[src/design/tlcd_pkg.sv]
// shared types and constants of the token loop collapse detector
package tlcd_pkg;

  localparam int TOKEN_BITS     = 20;
  localparam int MAX_WINDOW_DEF = 64;
  localparam int WINDOW_BITS    = 7;
  localparam int HITS_BITS      = 16;
  localparam int CFG_DATA_BITS  = 16;
  localparam int CFG_IDX_BITS   = 1;

  localparam logic [CFG_IDX_BITS-1:0] REG_WINDOW   = 1'b0;
  localparam logic [CFG_IDX_BITS-1:0] REG_PATIENCE = 1'b1;

  localparam logic [1:0] DISTINCT_MANY = 2'd3;

  typedef struct packed {
    logic [TOKEN_BITS-1:0] token_id;
    logic                  sequence_start;
  } in_word_t;

  typedef struct packed {
    logic                 stop;
    logic [1:0]           distinct_seen;
    logic                 window_checked;
    logic [HITS_BITS-1:0] hits;
  } out_word_t;

  typedef struct packed {
    logic accept;
    logic issue_read;
    logic load_out;
  } ctrl_cmd_t;

  typedef struct packed {
    logic checked;
    logic last_read;
  } ctrl_sts_t;

endpackage

[src/design/tlcd_datapath.sv]
// history memory, scan compare, hit counter and result register
module tlcd_datapath #(
  parameter int MAX_WINDOW = tlcd_pkg::MAX_WINDOW_DEF
) (
  input  logic                                 clk_i,
  input  logic                                 rst_ni,
  input  logic                                 cfg_we_i,
  input  logic [tlcd_pkg::CFG_IDX_BITS-1:0]    cfg_idx_i,
  input  logic [tlcd_pkg::CFG_DATA_BITS-1:0]   cfg_data_i,
  input  tlcd_pkg::in_word_t                   in_word_i,
  input  tlcd_pkg::ctrl_cmd_t                  cmd_i,
  output tlcd_pkg::ctrl_sts_t                  sts_o,
  output tlcd_pkg::out_word_t                  out_word_o
);

  localparam int PTR_W = $clog2(MAX_WINDOW);
  localparam int CNT_W = $clog2(MAX_WINDOW + 1);
  localparam int SAT_W = (CNT_W > tlcd_pkg::WINDOW_BITS) ? CNT_W : tlcd_pkg::WINDOW_BITS;
  localparam int TB    = tlcd_pkg::TOKEN_BITS;
  localparam int HB    = tlcd_pkg::HITS_BITS;

  logic [TB-1:0] mem [MAX_WINDOW];

  logic [tlcd_pkg::WINDOW_BITS-1:0] window_q;
  logic [HB-1:0]                    patience_q;
  logic [PTR_W-1:0]                 wp_q, wp_d;
  logic [CNT_W-1:0]                 fill_q, fill_d;
  logic [HB-1:0]                    hits_q, hits_d;
  logic [PTR_W-1:0]                 rd_addr_q, rd_addr_d;
  logic [CNT_W-1:0]                 remain_q, remain_d;
  logic                             checked_q, checked_d;
  logic                             rd_vld_q;
  logic [TB-1:0]                    rd_data_q;
  logic [1:0]                       uniq_q, uniq_d;
  logic [TB-1:0]                    first_q, first_d;
  logic [TB-1:0]                    second_q, second_d;
  tlcd_pkg::out_word_t              out_q;

  logic [PTR_W-1:0] wp_eff, wp_next;
  logic [CNT_W-1:0] fill_eff, fill_next, w_sat;
  logic [SAT_W-1:0] win_ext, w_sat_wide;
  logic [PTR_W:0]   base_sum;
  logic [HB-1:0]    hits_eff, hits_new;

  // effective window, saturated at the ring depth
  always_comb begin
    win_ext    = SAT_W'(window_q);
    w_sat_wide = (win_ext > SAT_W'(MAX_WINDOW)) ? SAT_W'(MAX_WINDOW) : win_ext;
    w_sat      = CNT_W'(w_sat_wide);
  end

  always_comb begin
    wp_eff    = in_word_i.sequence_start ? '0 : wp_q;
    fill_eff  = in_word_i.sequence_start ? '0 : fill_q;
    hits_eff  = in_word_i.sequence_start ? '0 : hits_q;
    wp_next   = (wp_eff == PTR_W'(MAX_WINDOW - 1)) ? '0 : wp_eff + PTR_W'(1);
    fill_next = (fill_eff < CNT_W'(MAX_WINDOW)) ? fill_eff + CNT_W'(1) : fill_eff;
    // oldest entry of the window, one compare and subtract for the wrap
    base_sum  = {1'b0, wp_next} + (PTR_W + 1)'(MAX_WINDOW) - (PTR_W + 1)'(w_sat);
    if (base_sum >= (PTR_W + 1)'(MAX_WINDOW)) begin
      base_sum = base_sum - (PTR_W + 1)'(MAX_WINDOW);
    end
    checked_d = (w_sat != '0) && (patience_q != '0) && (fill_next >= w_sat);
  end

  always_comb begin
    hits_new = hits_q;
    if (checked_q) begin
      if (uniq_q == tlcd_pkg::DISTINCT_MANY) begin
        hits_new = '0;
      end else if (hits_q != {HB{1'b1}}) begin
        hits_new = hits_q + HB'(1);
      end
    end
  end

  always_comb begin
    wp_d      = wp_q;
    fill_d    = fill_q;
    hits_d    = hits_q;
    rd_addr_d = rd_addr_q;
    remain_d  = remain_q;
    if (cmd_i.accept) begin
      wp_d      = wp_next;
      fill_d    = fill_next;
      hits_d    = hits_eff;
      rd_addr_d = base_sum[PTR_W-1:0];
      remain_d  = w_sat;
    end else if (cmd_i.issue_read) begin
      rd_addr_d = (rd_addr_q == PTR_W'(MAX_WINDOW - 1)) ? '0 : rd_addr_q + PTR_W'(1);
      remain_d  = remain_q - CNT_W'(1);
    end else if (cmd_i.load_out) begin
      hits_d = hits_new;
    end
  end

  // distinct tracking, capped at three
  always_comb begin
    uniq_d   = uniq_q;
    first_d  = first_q;
    second_d = second_q;
    if (cmd_i.accept) begin
      uniq_d = '0;
    end else if (rd_vld_q) begin
      if (uniq_q == 2'd0) begin
        first_d = rd_data_q;
        uniq_d  = 2'd1;
      end else if (rd_data_q == first_q) begin
        uniq_d = uniq_q;
      end else if (uniq_q == 2'd1) begin
        second_d = rd_data_q;
        uniq_d   = 2'd2;
      end else if (uniq_q == 2'd2 && rd_data_q != second_q) begin
        uniq_d = tlcd_pkg::DISTINCT_MANY;
      end
    end
  end

  always_ff @(posedge clk_i or negedge rst_ni) begin
    if (!rst_ni) begin
      window_q   <= '0;
      patience_q <= '0;
      wp_q       <= '0;
      fill_q     <= '0;
      hits_q     <= '0;
      remain_q   <= '0;
      checked_q  <= 1'b0;
      rd_vld_q   <= 1'b0;
      uniq_q     <= '0;
    end else begin
      if (cfg_we_i) begin
        case (cfg_idx_i)
          tlcd_pkg::REG_WINDOW:   window_q   <= cfg_data_i[tlcd_pkg::WINDOW_BITS-1:0];
          tlcd_pkg::REG_PATIENCE: patience_q <= cfg_data_i[HB-1:0];
          default: ;
        endcase
      end
      wp_q     <= wp_d;
      fill_q   <= fill_d;
      hits_q   <= hits_d;
      remain_q <= remain_d;
      rd_vld_q <= cmd_i.issue_read;
      uniq_q   <= uniq_d;
      if (cmd_i.accept) begin
        checked_q <= checked_d;
      end
    end
  end

  always_ff @(posedge clk_i) begin
    rd_addr_q <= rd_addr_d;
    first_q   <= first_d;
    second_q  <= second_d;
    if (cmd_i.accept) begin
      mem[wp_eff] <= in_word_i.token_id;
    end
    if (cmd_i.issue_read) begin
      rd_data_q <= mem[rd_addr_q];
    end
    if (cmd_i.load_out) begin
      out_q.stop           <= checked_q && (hits_new >= patience_q);
      out_q.distinct_seen  <= checked_q ? uniq_q : 2'd0;
      out_q.window_checked <= checked_q;
      out_q.hits           <= hits_new;
    end
  end

  assign sts_o.checked   = checked_q;
  assign sts_o.last_read = (remain_q == CNT_W'(1));
  assign out_word_o      = out_q;

endmodule

[src/design/tlcd_ctrl.sv]
// sequencer for accept, window scan and result hand-off
module tlcd_ctrl (
  input  logic                clk_i,
  input  logic                rst_ni,
  input  logic                in_valid_i,
  output logic                in_stall_o,
  output logic                out_valid_o,
  input  logic                out_stall_i,
  input  tlcd_pkg::ctrl_sts_t sts_i,
  output tlcd_pkg::ctrl_cmd_t cmd_o
);

  localparam logic [1:0] ST_IDLE  = 2'd0;
  localparam logic [1:0] ST_SCAN  = 2'd1;
  localparam logic [1:0] ST_DRAIN = 2'd2;
  localparam logic [1:0] ST_DONE  = 2'd3;

  logic [1:0] state_q, state_d;
  logic       out_valid_q, out_valid_d;
  logic       out_free;

  assign out_free = !out_valid_q || !out_stall_i;

  always_comb begin
    state_d          = state_q;
    cmd_o.accept     = 1'b0;
    cmd_o.issue_read = 1'b0;
    cmd_o.load_out   = 1'b0;
    case (state_q)
      ST_IDLE: begin
        if (in_valid_i) begin
          cmd_o.accept = 1'b1;
          state_d      = ST_SCAN;
        end
      end
      ST_SCAN: begin
        if (!sts_i.checked) begin
          state_d = ST_DONE;
        end else begin
          cmd_o.issue_read = 1'b1;
          if (sts_i.last_read) begin
            state_d = ST_DRAIN;
          end
        end
      end
      // last read word is compared here
      ST_DRAIN: state_d = ST_DONE;
      ST_DONE: begin
        if (out_free) begin
          cmd_o.load_out = 1'b1;
          state_d        = ST_IDLE;
        end
      end
      default: state_d = ST_IDLE;
    endcase
  end

  always_comb begin
    out_valid_d = out_valid_q;
    if (cmd_o.load_out) begin
      out_valid_d = 1'b1;
    end else if (out_valid_q && !out_stall_i) begin
      out_valid_d = 1'b0;
    end
  end

  always_ff @(posedge clk_i or negedge rst_ni) begin
    if (!rst_ni) begin
      state_q     <= ST_IDLE;
      out_valid_q <= 1'b0;
    end else begin
      state_q     <= state_d;
      out_valid_q <= out_valid_d;
    end
  end

  assign in_stall_o  = (state_q != ST_IDLE);
  assign out_valid_o = out_valid_q;

endmodule

[src/design/token_loop_collapse_detector.sv]
// top level of the token loop collapse detector
//
//   channel | direction | handshake                  | payload
//   in      | input     | in_valid_i / in_stall_o    | in_word_i  (token_id, sequence_start)
//   out     | output    | out_valid_o / out_stall_i  | out_word_o (stop, distinct_seen,
//           |           |                            |   window_checked, hits)
//   cfg     | input     | cfg_we_i                   | cfg_idx_i, cfg_data_i
//
// a word is accepted, then its checked window of w tokens (w capped at MAX_WINDOW) is read
// in turn through the single read port of the history memory; an unchecked word skips them
// reset clears pointer, fill count, hit count and config registers; history needs no clearing
// the next word is taken while a result waits in the output register
// a stalled output holds the scan in its final state until the result is taken
module token_loop_collapse_detector #(
  parameter int MAX_WINDOW = tlcd_pkg::MAX_WINDOW_DEF
) (
  input  logic                               clk_i,
  input  logic                               rst_ni,
  input  logic                               cfg_we_i,
  input  logic [tlcd_pkg::CFG_IDX_BITS-1:0]  cfg_idx_i,
  input  logic [tlcd_pkg::CFG_DATA_BITS-1:0] cfg_data_i,
  input  logic                               in_valid_i,
  output logic                               in_stall_o,
  input  tlcd_pkg::in_word_t                 in_word_i,
  output logic                               out_valid_o,
  input  logic                               out_stall_i,
  output tlcd_pkg::out_word_t                out_word_o
);

  tlcd_pkg::ctrl_cmd_t cmd;
  tlcd_pkg::ctrl_sts_t sts;

  tlcd_ctrl u_ctrl (
    .clk_i       (clk_i),
    .rst_ni      (rst_ni),
    .in_valid_i  (in_valid_i),
    .in_stall_o  (in_stall_o),
    .out_valid_o (out_valid_o),
    .out_stall_i (out_stall_i),
    .sts_i       (sts),
    .cmd_o       (cmd)
  );

  tlcd_datapath #(
    .MAX_WINDOW (MAX_WINDOW)
  ) u_datapath (
    .clk_i      (clk_i),
    .rst_ni     (rst_ni),
    .cfg_we_i   (cfg_we_i),
    .cfg_idx_i  (cfg_idx_i),
    .cfg_data_i (cfg_data_i),
    .in_word_i  (in_word_i),
    .cmd_i      (cmd),
    .sts_o      (sts),
    .out_word_o (out_word_o)
  );

endmodule
[config.mk]
export PLATFORM = sky130hd
export DESIGN_NAME = token_loop_collapse_detector
export DESIGN_NICKNAME = d
export VERILOG_FILES = /design/src/design/tlcd_pkg.sv /design/src/design/tlcd_datapath.sv /design/src/design/tlcd_ctrl.sv /design/src/design/token_loop_collapse_detector.sv
export SDC_FILE = /design/constraint.sdc
export NUM_CORES = 1
export LEC_CHECK = 0
export BUFFER_PORTS_ARGS = -buffer_cell sky130_fd_sc_hd__buf_2
export CORE_ASPECT_RATIO = 1.5
export CORE_MARGIN = 2
export CORE_UTILIZATION = 46
export CTS_BUF_LIST = sky130_fd_sc_hd__clkbuf_4 sky130_fd_sc_hd__clkbuf_8
export DETAILED_ROUTE_END_ITERATION = 12
export SLEW_MARGIN = 20
export SYNTH_ARGS = -nofsm -noshare
export SYNTH_HDL_FRONTEND = slang
export SYNTH_SLANG_ARGS = --single-unit
[constraint.sdc]
create_clock -name clk_i -period 9.8 [get_ports clk_i]
set_input_delay 1.96 -clock clk_i [delete_from_list [all_inputs] [get_ports clk_i]]
set_output_delay 1.96 -clock clk_i [all_outputs]
set_load 0.02 [all_outputs]
Yosys cells after proc, flatten, opt, wreduce, memory -nomap -nowiden
Memory sizes are Yosys's and may differ from the RTL's. A register that Yosys moved wholly into a read port is not among the register bits.
Cells that the tools add are included.
{ "totals": {"ff_bits": 132, "ram_bits": 1280, "input_bits": 43, "output_inout_bits": 22, "wordCells": 118, "n_memories": 1} }
{ "mem_list": {"columns": ["memory", "depth", "word_bits", "rd", "rd_ports_with_merged_regs", "write_ports", "line_no", "rtl"], "rows": [
  ["u_datapath.mem", 64, 20, 1, 1, 1, "tlcd_datapath.sv:22", "logic [TB-1:0] mem [MAX_WINDOW];"]
]} }
{ "op_classes": {"n_addsub": 8, "n_lt_le_gt_ge": 5, "eq_ne": 18, "n_mux": 39, "bitwise_logic": 4, "reduce_logical": 25} }
{ "ops": {"columns": ["operator", "n"], "rows": [
  ["$mux 16", 7],
  ["$mux 6", 6],
  ["$mux 7", 5],
  ["$eq 20x20->1", 1],
  ["$mux 2", 10],
  ["$ne 20x20->1", 1],
  ["$add 16x1->16 const B", 1],
  ["$ge 16x16->1", 1],
  ["$ne 16x16->1 const B", 1],
  ["$reduce_bool 16->1", 1],
  ["$add 6x1->6 const B", 2],
  ["$eq 6x6->1 const B", 2],
  ["$reduce_and 3->1", 4],
  ["$mux 1", 10],
  ["$reduce_bool 2->1", 5],
  ["$eq 2x2->1 const B", 4],
  ["$pmux 2 s4", 1],
  ["$add 6x7->7 const B", 1],
  ["$add 7x1->7 const B", 1],
  ["$eq 7x1->1 const B", 1],
  ["$ge 7x7->1", 1],
  ["$ge 7x7->1 const B", 1],
  ["$gt 7x7->1 const B", 1],
  ["$lt 7x7->1 const B", 1],
  ["other kinds (17)", 30]
]} }

Logic depth before layout (Yosys ltp)
{ "depth": {"word_depth": 8, "mapped_depth": 15} }

Hierarchy
A second synthesis with hierarchy kept.
{ "unflattened": {"hier_cells": 3015, "hier_area_um2": 56909.6} }
{ "modules_own_cells": {"columns": ["module", "n_inst", "cells_each", "area_per_inst_um2", "seq_area_each_um2"], "rows": [
  ["tlcd_datapath", 1, 2988, 56644.3, 42595.9],
  ["tlcd_ctrl", 1, 27, 265.3, 75.1]
]} }

Least setup slack after synthesis
No wires, ideal clock.
{ "synth_path": {"path_kind": "input -> register", "startpoint": "input in_word_i[0] (netlist bit)", "endpoint": "memory u_datapath.mem[33][0] (netlist bit) (enable)", "setup_time_ns": 0.448, "arrival_time_ns": 4.507, "slack_ns": 4.844, "path_stages": 4, "path_buffers": 1, "cell_sequence": "clkbuf_1 -> nor2_1 -> nand3_1 -> nor4_1"} }
{ "synth_between": {"elab_chain_cells": 1} }
{ "synth_lines": {"columns": ["item", "line_no", "rtl"], "rows": [
  ["start: declaration", "token_loop_collapse_detector.sv:24", "input tlcd_pkg::in_word_t in_word_i,"],
  ["$mux 6", "tlcd_datapath.sv:53", "wp_eff = in_word_i.sequence_start ? '0 : wp_q;"],
  ["end: declaration", "tlcd_datapath.sv:22", null]
]} }
No other way between the ends.

==> impl_results.md <==
- Status: finished, final reports clean
- Placer congestion estimate: 0.865
- Routed wire length: 140,000 um
- Die width: 291 um
- Unrepaired setup endpoints after global routing: no
- Final setup viols: 0
- Cts hold-fix bufs: 0
- CP max stage delay: 0.81 ns
- Yosys cell types: 57
- First-pass detailed-route iteration total: 7
- CP required: 10.43 ns
- Gr usage total: 22.4%
- DRC viols: 0
- Routed wire length per instance: 28.7 um
- Tcrit/Tclk final: 43.1%
- Worst-skew pair later-pin latency: 0.91 ns
- Worst R2R End: u_datapath.rd_data_q[4]
- DR iter-0 viols: 2,428
- Clock sink total: 1,432
- Most common cell after layout, fill and taps aside: edfxtp_1
- Reg2reg setup slack: 5.58 ns
- Synth async-reset ratio: 4.61%
- Fraction of layout instances using a drive strength above 1: 24.0%
- DP Wirelength: 84,700 um
- Synth area leaders: edfxtp_1 72%, mux4_2 10%, mux2i_1 3.5%, dfrtp_1 2.9%, a22oi_1 1.2%
- Max-slew violations: 0
- Count of nets after finishing: 3,217
- Area growth from synthesis to layout: 11.3%
- CP max-delay cell: buf_4
- Endpoint class of the critical path: flop
- Pwr per Cell Area: 238 nW/um^2
- Top Ports: 65
- DR WL met3: 6760 um
- Longest Clk Path Bufs: 3
- Vias after detailed routing: 28,473
- Slew margin rel.: 19.3%
- Starting Density: 46.4%
- Yosys top cell area share: 72.3%
- Yosys warning total: 0
- Initial antenna violation count: 3
- Max-Cap Viols: 0
- Total power: 0.0150 W
- WL met2: 73,400 um
- Post-synthesis sequential area ratio: 75.2%
- Startpoint Class: flop
- H-tree depth: 4
- Yosys reg bits: 1,432
- Top_reg_cell synth: edfxtp_1
- Synth area leader: edfxtp_1
- CTS clk-pin slew, worst paths: 0.06 ns
- HP Start: u_datapath.fill_q[3]
- Largest net degree at the start of global routing: 144
- M1 WL: 54,700 um
- CP startpoint: u_datapath.rd_addr_q[0]
- # rows: 157
- Most frequent cells in the layout: 1,366 x edfxtp_1, 252 x mux4_2, 205 x clkbuf_8
- Worst path arrival time: 4.85 ns
- CP top delay family: buffers and inverters
- Leak: 20.7 nW
- Routed Antenna Nets: 0
- Die Area: 126,000 um^2
- Syn Std Cell Area: 56,700 um^2
- Post-Syn Nets: 3,050
- Peak supply drop: 0.155 mV
- Cells after Synth: 2,968
- Core footprint: 122,000 um^2
- Crit path top cell by count: buf_4
- Top sig layer: met5
- Syn Area/Cell: 19.1 um^2
- Vias in the first global route: 29,452
- FMAX: 0.237 GHz
- Resized Gates After CTS: 0
- Grt ovf: 0
- Setup TNS Final: 0 ns
- Clock buffer count from CTS: 203
- Skew final: 0.0325 ns
- Stages on worst setup path: 7
- First-pass GRT wire length: 203,000 um
- Actual slew at the worst max-slew pin: 1.21 ns
- Die Height: 434 um
- Worst-path fanout max: 104
- WP buf/inv: 3
- Final Hold Fails: 0
- TritonCTS clock tree: done
- Min-Delay Path Class: reg -> reg
- Port bufs: 64
- CP Class: reg -> reg
- RR Startpoint: u_datapath.rd_addr_q[0]
- CP endpoint: u_datapath.rd_data_q[4]
- Tmin final: 4.22 ns
- Worst Reg-to-Reg Cells: 7
- Post-CTS Setup Bufs: 0
- Clock root cell: clkbuf_8
- Critical Path, Cell by Cell: buf_4 -> buf_12 -> buf_4 -> mux2i_1 -> a22oi_1 -> a311oi_1 -> o22ai_1
- EDFF count, synth: 1,366
- Vias per inst: 5.82
how the worst min path moves through the flow:
stage / endpoint / slack, ns / cells after the start
after floorplan: u_datapath.fill_q[1] / 0.48 / 2
after global placement: u_datapath.fill_q[1] / 0.50 / 2
after detailed placement: u_datapath.fill_q[4] / 0.52 / 2
after CTS: u_datapath.fill_q[3] / 0.54 / 2
after global routing: u_datapath.fill_q[3] / 0.56 / 2
final: u_datapath.fill_q[3] / 0.54 / 2
cell families after synthesis:
| kind of cell | Yosys count | share of synthesized area, % |
|---|---|---|
| fa+ha+maj | 39 | 0.873 |
| simple gates | 456 | 3.64 |
| xor+xnor | 72 | 1.11 |
| flops | 1432 | 75.2 |
| mux | 475 | 14.0 |
| buf+inv | 195 | 1.65 |
| compound gates | 299 | 3.54 |
synthesized netlist by cell type (7+ instances only):
library cell,number
a21oi_1,61
a22oi_1,94
a311oi_1,15
buf_1,11
buf_2,27
buf_4,24
buf_6,9
clkbuf_1,81
dfrtp_1,66
edfxtp_1,1366
ha_1,38
inv_1,42
mux2_2,25
mux2i_1,198
mux4_2,252
nand2_1,170
nand2b_1,10
nand3_1,61
nand3b_1,8
nand4_1,18
nor2_1,118
nor2b_1,21
nor3_1,10
nor4_1,11
o2111ai_1,21
o21ai_0,49
o221ai_1,7
o22ai_1,21
xnor2_1,55
xor2_1,17
sequential cells by signal, indices dropped and copies added, names as in the netlist, 2 cells and up:
| name | flops |
|---|---|
| u_datapath.mem | 1280 |
| u_datapath.wp_q | 6 |
| u_datapath.win_ext | 7 |
| u_datapath.rd_addr_q | 6 |
| u_datapath.patience_q | 16 |
| u_ctrl.state_q | 2 |
| u_datapath.fill_q | 7 |
| u_datapath.first_q | 20 |
| u_datapath.hits_q | 16 |
| u_datapath.second_q | 20 |
| u_datapath.out_word_o | 20 |
| u_datapath.rd_data_q | 20 |
| u_datapath.uniq_q | 2 |
| u_datapath.remain_q | 7 |
metal layers:
layer  up-vias  global-route usage [%]
li1      12338                       -
met1     15025                    27.8
met2       866                    39.2
met3       240                    3.69
met4         4                    9.35
met5         -                       0
where the power goes:
| part | switching, W | internal [W] | total [W] |
|---|---|---|---|
| logic | 0.00215 | 0.00124 | 0.00339 |
| clock network | 0.00229 | 0.00234 | 0.00463 |
| registers | 0.000103 | 0.00688 | 0.00699 |
worst reg2reg max path: cells and delay by family (launching register included):
family                 cells  cell delay (ns)
AO/OA/AOI/OAI              3             1.06
buffers and inverters      3             2.17
flip-flops                 1             0.33
multiplexers               1             0.37
stage by stage:
| stage | hold WS [ns] | utilization [%] | instance area [um^2] | std cells | setup WS (ns) |
|---|---|---|---|---|---|
| 2_1_floorplan | 0.477 | - | 56700 | 2968 | 4.84 |
| 3_5_place_dp | 0.522 | 48.2 | 58900 | 4519 | 4.51 |
| 3_3_place_gp | 0.499 | 48.2 | 58900 | 4519 | 4.48 |
| 6_report | 0.541 | 51.7 | 63200 | 4894 | 5.58 |
| 5_1_grt | 0.558 | 51.7 | 63200 | 4894 | 5.28 |
| 4_1_cts | 0.539 | 51.5 | 62900 | 4892 | 5.36 |
final cells by class:
cell class | count | area (um^2)
Fill cell | 9711 | 59000
Tap cell | 1590 | 1990
Antenna cell | 1 | 2.50
Multi-Input combinational cell | 1341 | 13600
Inverter | 42 | 158
Clock buffer | 267 | 3290
Clock inverter | 106 | 686
Sequential cell | 1432 | 42700
Timing Repair Buffer | 115 | 759
(Power assumes the default switching activity.)
